File: config.mk
export PLATFORM = sky130hd
export DESIGN_NAME = sps_ctrl
export DESIGN_NICKNAME = d
export VERILOG_FILES = /design/src/design/sps_pkg.sv /design/src/design/sps_ctrl.sv
export SDC_FILE = /design/constraint.sdc
export NUM_CORES = 1
export LEC_CHECK = 0
export CAP_MARGIN = 5
export CORE_AREA = 4 4 41 43
export CTS_CLUSTER_DIAMETER = 200
export CTS_CLUSTER_SIZE = 30
export DETAILED_ROUTE_END_ITERATION = 10
export DIE_AREA = 0 0 45 47
export DONT_BUFFER_PORTS = 1
export SKIP_LAST_GASP = 1
export SYNTH_ARGS = -nofsm -noshare
export SYNTH_HDL_FRONTEND = slang
export SYNTH_SLANG_ARGS = --single-unit
File: constraint.sdc
create_clock -name clk_i -period 2 [get_ports clk_i]
set_input_delay 0.3 -clock clk_i [delete_from_list [all_inputs] [get_ports clk_i]]
set_output_delay 0.3 -clock clk_i [all_outputs]
set_load 0.1 [all_outputs]
File: src/design/sps_pkg.sv
// shared types and constants for the slotted page store
package sps_pkg;
  localparam int PageBytes   = 1024;
  localparam int HeaderBytes = 4;
  localparam int MaxEntries  = 255;
  localparam int SlotBytes   = 4;
  localparam int AddrW = $clog2(PageBytes);
  localparam int OffW  = AddrW + 1;
  localparam int IdxW  = $clog2(MaxEntries);
  localparam int CntW  = $clog2(MaxEntries + 1);

  typedef enum logic [2:0] {
    KIND_CLEAR  = 3'd0,
    KIND_BEGIN  = 3'd1,
    KIND_ADD    = 3'd2,
    KIND_REMOVE = 3'd3,
    KIND_READ   = 3'd4
  } kind_e;

  typedef enum logic [2:0] {
    ST_OK        = 3'd0,
    ST_NO_ROOM   = 3'd1,
    ST_BAD_INDEX = 3'd2,
    ST_NO_ADD    = 3'd3,
    ST_BAD_OFF   = 3'd4
  } status_e;

  typedef enum logic [3:0] {
    S_IDLE, S_TOP, S_DECIDE, S_RDB, S_RDW, S_MVR, S_MVW, S_TBR, S_TBW,
    S_FIN, S_OUT
  } state_e;

  // controller to datapath commands
  typedef struct packed {
    logic load;
    logic rd_top;
    logic rd_idx;
    logic rd_prev;
    logic decide;
    logic byte_rd;
    logic mv_rd;
    logic mv_wr;
    logic tb_rd;
    logic tb_wr;
    logic finish;
  } cmd_t;

  // datapath status back to controller
  typedef struct packed {
    logic   bad_idx;
    logic   remove_go;
    logic   read_go;
    logic   mv_done;
    logic   tb_done;
    logic   [2:0] kind;
  } sts_t;
endpackage

File: src/design/sps_ctrl.sv
// sequencer for the slotted page store
module sps_ctrl (
  input  logic          clk_i,
  input  logic          rst_ni,
  input  logic          in_fire_i,
  input  logic          out_busy_i,
  input  sps_pkg::sts_t sts_i,
  output sps_pkg::cmd_t cmd_o,
  output logic          idle_o,
  output logic          out_load_o
);
  import sps_pkg::*;

  state_e state_q, state_d;

  // state register
  always_ff @(posedge clk_i or negedge rst_ni) begin
    if (!rst_ni) begin
      state_q <= S_IDLE;
    end else begin
      state_q <= state_d;
    end
  end

  // next state and commands
  always_comb begin
    state_d    = state_q;
    cmd_o      = '0;
    out_load_o = 1'b0;
    idle_o     = 1'b0;
    unique case (state_q)
      S_IDLE: begin
        idle_o = 1'b1;
        if (in_fire_i) begin
          cmd_o.load = 1'b1;
          state_d = S_TOP;
        end
      end
      S_TOP: begin
        cmd_o.rd_top = 1'b1;
        state_d = S_DECIDE;
      end
      S_DECIDE: begin
        cmd_o.rd_idx = 1'b1;
        state_d = S_RDB;
      end
      S_RDB: begin
        cmd_o.rd_prev = 1'b1;
        state_d = S_RDW;
      end
      S_RDW: begin
        cmd_o.decide = 1'b1;
        if (sts_i.remove_go) begin
          state_d = S_MVR;
        end else if (sts_i.read_go) begin
          cmd_o.byte_rd = 1'b1;
          state_d = S_FIN;
        end else begin
          state_d = S_FIN;
        end
      end
      S_MVR: begin
        if (sts_i.mv_done) begin
          state_d = S_TBR;
        end else begin
          cmd_o.mv_rd = 1'b1;
          state_d = S_MVW;
        end
      end
      S_MVW: begin
        cmd_o.mv_wr = 1'b1;
        state_d = S_MVR;
      end
      S_TBR: begin
        if (sts_i.tb_done) begin
          state_d = S_FIN;
        end else begin
          cmd_o.tb_rd = 1'b1;
          state_d = S_TBW;
        end
      end
      S_TBW: begin
        cmd_o.tb_wr = 1'b1;
        state_d = S_TBR;
      end
      S_FIN: begin
        cmd_o.finish = 1'b1;
        state_d = S_OUT;
      end
      S_OUT: begin
        if (!out_busy_i) begin
          out_load_o = 1'b1;
          state_d = S_IDLE;
        end
      end
      default: state_d = S_IDLE;
    endcase
  end

  // assertions
  a_idle_accept: assert property (@(posedge clk_i) disable iff (!rst_ni)
    in_fire_i |-> state_q == S_IDLE) else $error("accept outside idle");
  a_out_once: assert property (@(posedge clk_i) disable iff (!rst_ni)
    out_load_o |=> state_q == S_IDLE) else $error("result not followed by idle");
  a_mv_pair: assert property (@(posedge clk_i) disable iff (!rst_ni)
    cmd_o.mv_rd |=> cmd_o.mv_wr) else $error("move read without write");
endmodule

* Word-level counts from Yosys, hierarchy flattened
Index checks and enable logic that the tools add are counted.
Operators by class: equality and inequality tests 12, muxes and demuxes 24, reduce and logical (&&, ||, !) cells 2
Operators by type and width (number):
- $pmux W4 S11 | 1
- $mux W1 | 19
- $eq A4 B3 Y1 const B | 4
- $eq A4 B4 Y1 const B | 3
- $mux W4 | 3
- $eq A4 B2 Y1 const B | 2
- $eq A4 B1 Y1 const B | 1
- $logic_not A4 Y1 | 1
- $ne A2 B2 Y1 const B | 2
- $mux W2 | 1
- $reduce_and A2 Y1 | 1
Word-level totals: register bits 4, input bits 12, output and inout bits 13, word-level logic and storage cells 39

* Longest topological paths before layout
Gate-level depths: netlist of the first run.
word-level depth 3, depth in mapped cells 4, depth with buffers taken out 3

* Least setup slack after synthesis of the first run
OpenSTA, ideal clock, no wires.
kind register -> output, from register state_q[1], to output cmd_o[4] (netlist name), arrival 2.861 ns, data required time 1.700 ns, slack -1.161 ns, stages on the path, launching flop included 4, buffers on the path 1, cells stage by stage dfrtp_1 > buf_2 > nand2b_1 > nor3_1
RTL lines:
- start: declaration | RTL line sps_ctrl.sv:14 | state_e state_q, state_d;
- start signal: assignment | RTL line sps_ctrl.sv:21 | state_q <= state_d;
- end: declaration | RTL line sps_ctrl.sv:8 | output sps_pkg::cmd_t cmd_o,

==> results of run 1 <==
-- placed cells by master, fill, tap and decap left out, types with 2 or more instances in the layout --
master / netlist / routed
buf_12: 0 / 9
nor3_4: 0 / 6
nor2_2: 1 / 6
buf_4: 0 / 6
dfrtp_1: 4 / 4
nor2b_1: 3 / 3
clkbuf_4: 0 / 3
nand2b_1: 3 / 2
inv_1: 2 / 2
-- cells in the mapped netlist (2+ instances only) --
master / count / area share, %
nor3_1: 3 / 4.0
inv_1: 2 / 2.0
nor2b_1: 3 / 5.0
nand2b_1: 3 / 5.0
dfrtp_1: 4 / 26
buf_6: 2 / 6.0
nor2_1: 5 / 5.0
nor3_2: 3 / 7.9
-- cell families after synthesis --
family	count (synthesis)
xor gates and xnor gates	1
muxes	1
DFF	4
AOI/OAI and AO/OA	9
buffers and inverters	5
and+or+nand+nor	25
-- cell type report --
cell class / instances / share of cell area, %
multi-input cells: 36 / 45.6
repair buffers: 16 / 33.3
flip-flops and latches: 4 / 14.2
clock buffers: 3 / 3.19
well taps: 15 / 2.66
inverters: 2 / 1.06
-- routing by layer --
| metal | share of wire [%] | vias to the layer above | track usage (%) | wire [µm] |
|---|---|---|---|---|
| met3 | 5.7 | 2 | 2.68 | 58 |
| met5 | 0 | - | 0 | 0 |
| met2 | 49 | 12 | 15.5 | 494 |
| met1 | 44 | 179 | 14.0 | 440 |
| li1 | - | 194 | - | - |
| met4 | 1.5 | 0 | 8.77 | 15 |
-- per-stage QoR --
stage	worst slack [ps]	area, µm²	cells	TNS [ps]
2_1_floorplan	-390	439	45	-2160
3_3_place_gp	395	673	72	0
3_5_place_dp	415	673	72	0
4_1_cts	153	706	76	0
5_1_grt	81.6	706	76	0
6_report	168	706	76	0
-- worst max-delay path, cell delays in order, from the launching register on --
cell	delay (ps)
dfrtp_1	460
or2_4	330
nor3_4	170
and2_4	170
buf_12	160
-- final timing paths --
path                             from          to  depth (start not counted)
setup / recovery           state_q[2]   cmd_o[10]                          4
hold / removal              in_fire_i  state_q[0]                          1
setup reg to reg           state_q[0]  state_q[2]                          3
hold reg to reg            state_q[3]  state_q[1]                          1
max in group asynchronous      rst_ni  state_q[3]                          1
min in group asynchronous      rst_ni  state_q[1]                          1
==> summary.md, run 1 <==
| Metric | Value |
|---|---|
| RSZ-0062 raised after global routing | `no` |
| Max-slew headroom | `~74%` |
| Reg area | `around 100 µm²` |
| Synth Area in Simple Gates | `41.7%` |
| Post-CTS Setup Bufs | `0` |
| Final Setup Violations | `0` |
| Async set or reset register ratio after synthesis | `100%` |
| CTS hold repair buffers | `1` |
| Synth Area in Adders | `0%` |
| Max FFs per register | `4` |
| N_diodes | `0` |
| #FFs+latches synth | `4` |
| Area occupied by multi-input gates | `322 µm²` |
| Post-Syn Instances | `between 40 and 50` |
| Final ANT Viol Nets | `0` |
| Layout fillers | `113` |
| Clk_lat worst skew | `230 ps` |
| Routed WL per cell | `13.3 µm` |
| Worst-case clock skew | `0.634 ps` |
| CTS tree | `yes` |
| Reg clk slew, reported paths | `40 ps` |
| Net Count, Synth | `57` |
| Vias per cell | `5.09` |
| FF-to-FF setup slack | `about 640 ps` |
| Synth cell types | `28` |
| Ys flop type | `dfrtp_1` |
| Initial antenna violation count | `0` |
| Achievable frequency | `546 MHz` |
| Largest family of logic cells by synthesized area | `simple AND/OR/NAND/NOR gates` |
| Share of layout cells above drive strength 1 | `between 50% and 60%` |
| Worst Hold Class | `in -> reg` |
| Final hold vios | `0` |
| Number of port buffers | `0` |
| First-pass GRT wire length | `1620 µm` |
| Standard-cell rows | `13` |
| Top reg by flops | `state_q` |
| Clk buf depth | `2` |
| Nets | `75` |
| CP Max Fanout | `8` |
| First-pass DRT Iterations | `2` |
| Core Util, Final | `54.2%` |
| Via count | `387` |
| Global route overflow | `0` |
| Period minus WS final | `1830 ps` |
| Die Y | `47 µm` |
| Regs by FF count | `state_q: 4 flops` |
| Die footprint | `2120 µm²` |
| Final WL | `1010 µm` |
| Total track usage | `10.9%` |
| Synth Area in Compound Gates | `between 15 and 20%` |
| Io pins | `25` |
| Number of buffers created by CTS | `3` |
| Post-synthesis mux area share | `2.65%` |
| # resized after CTS | `0` |
| Worst-Margin Slew | `384 ps` |
| Yosys warnings | `0` |
| P&R area growth vs syn | `86.8%` |
| Final GP Congestion | `0.797` |
| Vias in the first global route | `~380` |
| Xor/xnor share of the synthesized area | `about 2.3%` |
| Seq/Total Area, Yosys | `26.5%` |
| Clock Sinks | `4` |
| Largest net degree at the start of global routing | `11` |
| CP startpoint kind | `flop` |
| Number of enable flip-flop cells after synthesis | `0` |
| Max-cap violations | `0` |
| Critical Path End Type | `output port` |
| CP Data Required Time | `1700 ps` |
| Post-Syn Area | `around 380 µm²` |
| DR iter-0 viols | `2` |
| Initial core utilization | `29.0%` |
| Dpl hpwl | `865 µm` |
| Critical Path AT | `1530 ps` |
| CP Class | `reg -> out` |
| Clock root cell | `clkbuf_4` |
| Fin. max-slew vios | `0` |
| Status | `completed` |
| Core area | `between 1000 and 1500 µm²` |
| Die width | `45 µm` |
| Htree depth | `1` |
| Post-Syn Area per Cell | `~8.4 µm²` |
| Hold WS | `between 200 and 250 ps` |
| Fin crit share | `91.6%` |
| Detailed-route DRC error count | `0` |
Power of run 1 is not shown: default switching activity piles up to over one toggle a cycle in this logic, so the estimate is an artifact.
==> inputs of run 2 (changes only) <==
- clock period: 2 -> 1.9 ns (I/O delays scaled with it)
==> run 2 against run 1 <==
  * Flip-flop and latch count did not move
  * Wire length down 3.6%
  * Via count grew 3.9%
  * Utilization increased by 1.9 points
  * Highest routed layer is now met3
==> summary.md, run 2 (synthesized netlist as in run 1, its figures left out) <==
| Metric | Value |
|---|---|
| Status | `completed` |
| Global route overflow | `0` |
| Nets | `75` |
| CP Max Fanout | `8` |
| Largest net degree at the start of global routing | `12` |
| Standard-cell rows | `13` |
| Clk buf depth | `2` |
| Achievable frequency | `553 MHz` |
| Die width | `approximately 45 µm` |
| Io pins | `25` |
| Period minus WS final | `~1800 ps` |
| Worst-case clock skew | `6.43 ps` |
| Fin crit share | `95.2%` |
| Clock Sinks | `4` |
| Commonest non-fill, non-tap cell in the layout | `buf_12` |
| Initial antenna violation count | `0` |
| Max FFs per register | `4` |
| Vias in the first global route | `about 350` |
| Worst-Margin Slew | `384 ps` |
| Reg clk slew, reported paths | `40 ps` |
| Dpl hpwl | `about 840 µm` |
| Critical Path End Type | `output port` |
| Die Y | `approximately 47 µm` |
| Final ANT Viol Nets | `0` |
| DR iter-0 viols | `3` |
| Initial core utilization | `29.0%` |
| Final GP Congestion | `0.729` |
| Final Setup Violations | `0` |
| CP Data Required Time | `1620 ps` |
| Routed WL per cell | `12.6 µm` |
| Detailed-route DRC error count | `0` |
| Share of layout cells above drive strength 1 | `61.3%` |
| Top Layer Used | `met3` |
| P&R area growth vs syn | `93.4%` |
| Post-CTS Setup Bufs | `0` |
| Number of port buffers | `0` |
| Vias per cell | `5.22` |
| Met3 WL | `82 µm` |
| First-pass GRT wire length | `1520 µm` |
| Via count | `402` |
| Max-slew headroom | `74.4%` |
| Top reg by flops | `state_q` |
| CP startpoint kind | `flop` |
| Htree depth | `1` |
| Commonest cells after routing, fill and taps aside | `buf_12 (10), nor3_4 (6), nor2_2 (5), buf_4 (5)` |
| Final WL | `slightly below 1000 µm` |
| Critical Path AT | `1520 ps` |
| DP Area | `692 µm²` |
| CTS tree | `yes` |
| First-pass DRT Iterations | `4` |
| Hold WS | `233 ps` |
| Core area | `1300 µm²` |
| N_diodes | `0` |
| RSZ-0062 raised after global routing | `no` |
| Worst Hold Class | `in -> reg` |
| Met2 WL | `518 µm` |
| Post-Layout Inst Area | `~730 µm²` |
| Regs by FF count | `state_q: 4 flops` |
| Clk_lat worst skew | `about 230 ps` |
| Total track usage | `a little over a tenth` |
| Number of buffers created by CTS | `3` |
| Final hold vios | `0` |
| Clock root cell | `clkbuf_4` |
| Met1 wire length | `373 µm` |
| Layout fillers | `approximately 110` |
| Fin. max-slew vios | `0` |
| Die footprint | `2120 µm²` |
| Max-cap violations | `0` |
| CP Class | `reg -> out` |
-- run 2: area by class of cell --
cell class	count	area (µm²)	share of cell area (%)
Clock buffer	4	26.3	3.60
Inverter	2	7.51	1.03
Multi-Input combinational cell	36	327	44.7
Sequential cell	4	104	14.2
Tap cell	15	18.8	2.57
Timing Repair Buffer	16	248	33.9
-- run 2: worst max-delay path: stages, from the launching register on --
cell and delay (ps):
dfrtp_2 460, or2_4 310, nor3_4 180, and2_4 170, buf_12 160
-- run 2: path summary, 6_finish.rpt --
| kind | start | end | slack [ps] | cells past startpoint |
|---|---|---|---|---|
| max | state_q[2] | cmd_o[10] | 90 | 4 |
| min | in_fire_i | state_q[0] | 230 | 1 |
| max reg2reg | state_q[1] | state_q[2] | 620 | 3 |
| min reg2reg | state_q[3] | state_q[1] | 600 | 1 |
| max in group asynchronous | rst_ni | state_q[0] | 1400 | 1 |
| min in group asynchronous | rst_ni | state_q[2] | 310 | 1 |
-- run 2: per-layer routing --
| layer | vias up | track usage, % |
|---|---|---|
| li1 | 197 | - |
| met1 | 188 | 12.8 |
| met2 | 17 | 14.7 |
| met3 | 0 | 3.45 |
| met4 | 0 | 8.77 |
| met5 | - | 0 |
-- run 2: through the flow --
step	cells	setup TNS [ps]	utilization (%)	setup slack, ps
after floorplan	45	-2210	-	-425
after global placement	72	0	53.2	326
after detailed placement	72	0	53.2	326
after CTS	77	0	56.0	60.0
after global routing	77	0	56.2	2.90
final	77	0	56.2	91.8
-- run 2: repair_timing --
action | 4_1_cts | 5_1_grt
endpoints found under the setup margin | 0 | 3
hold buffers | 1 | 0
hold endpoints to repair | 4 | 0
gates resized for setup | 0 | 2
Power of run 2 is left out for the same reason.
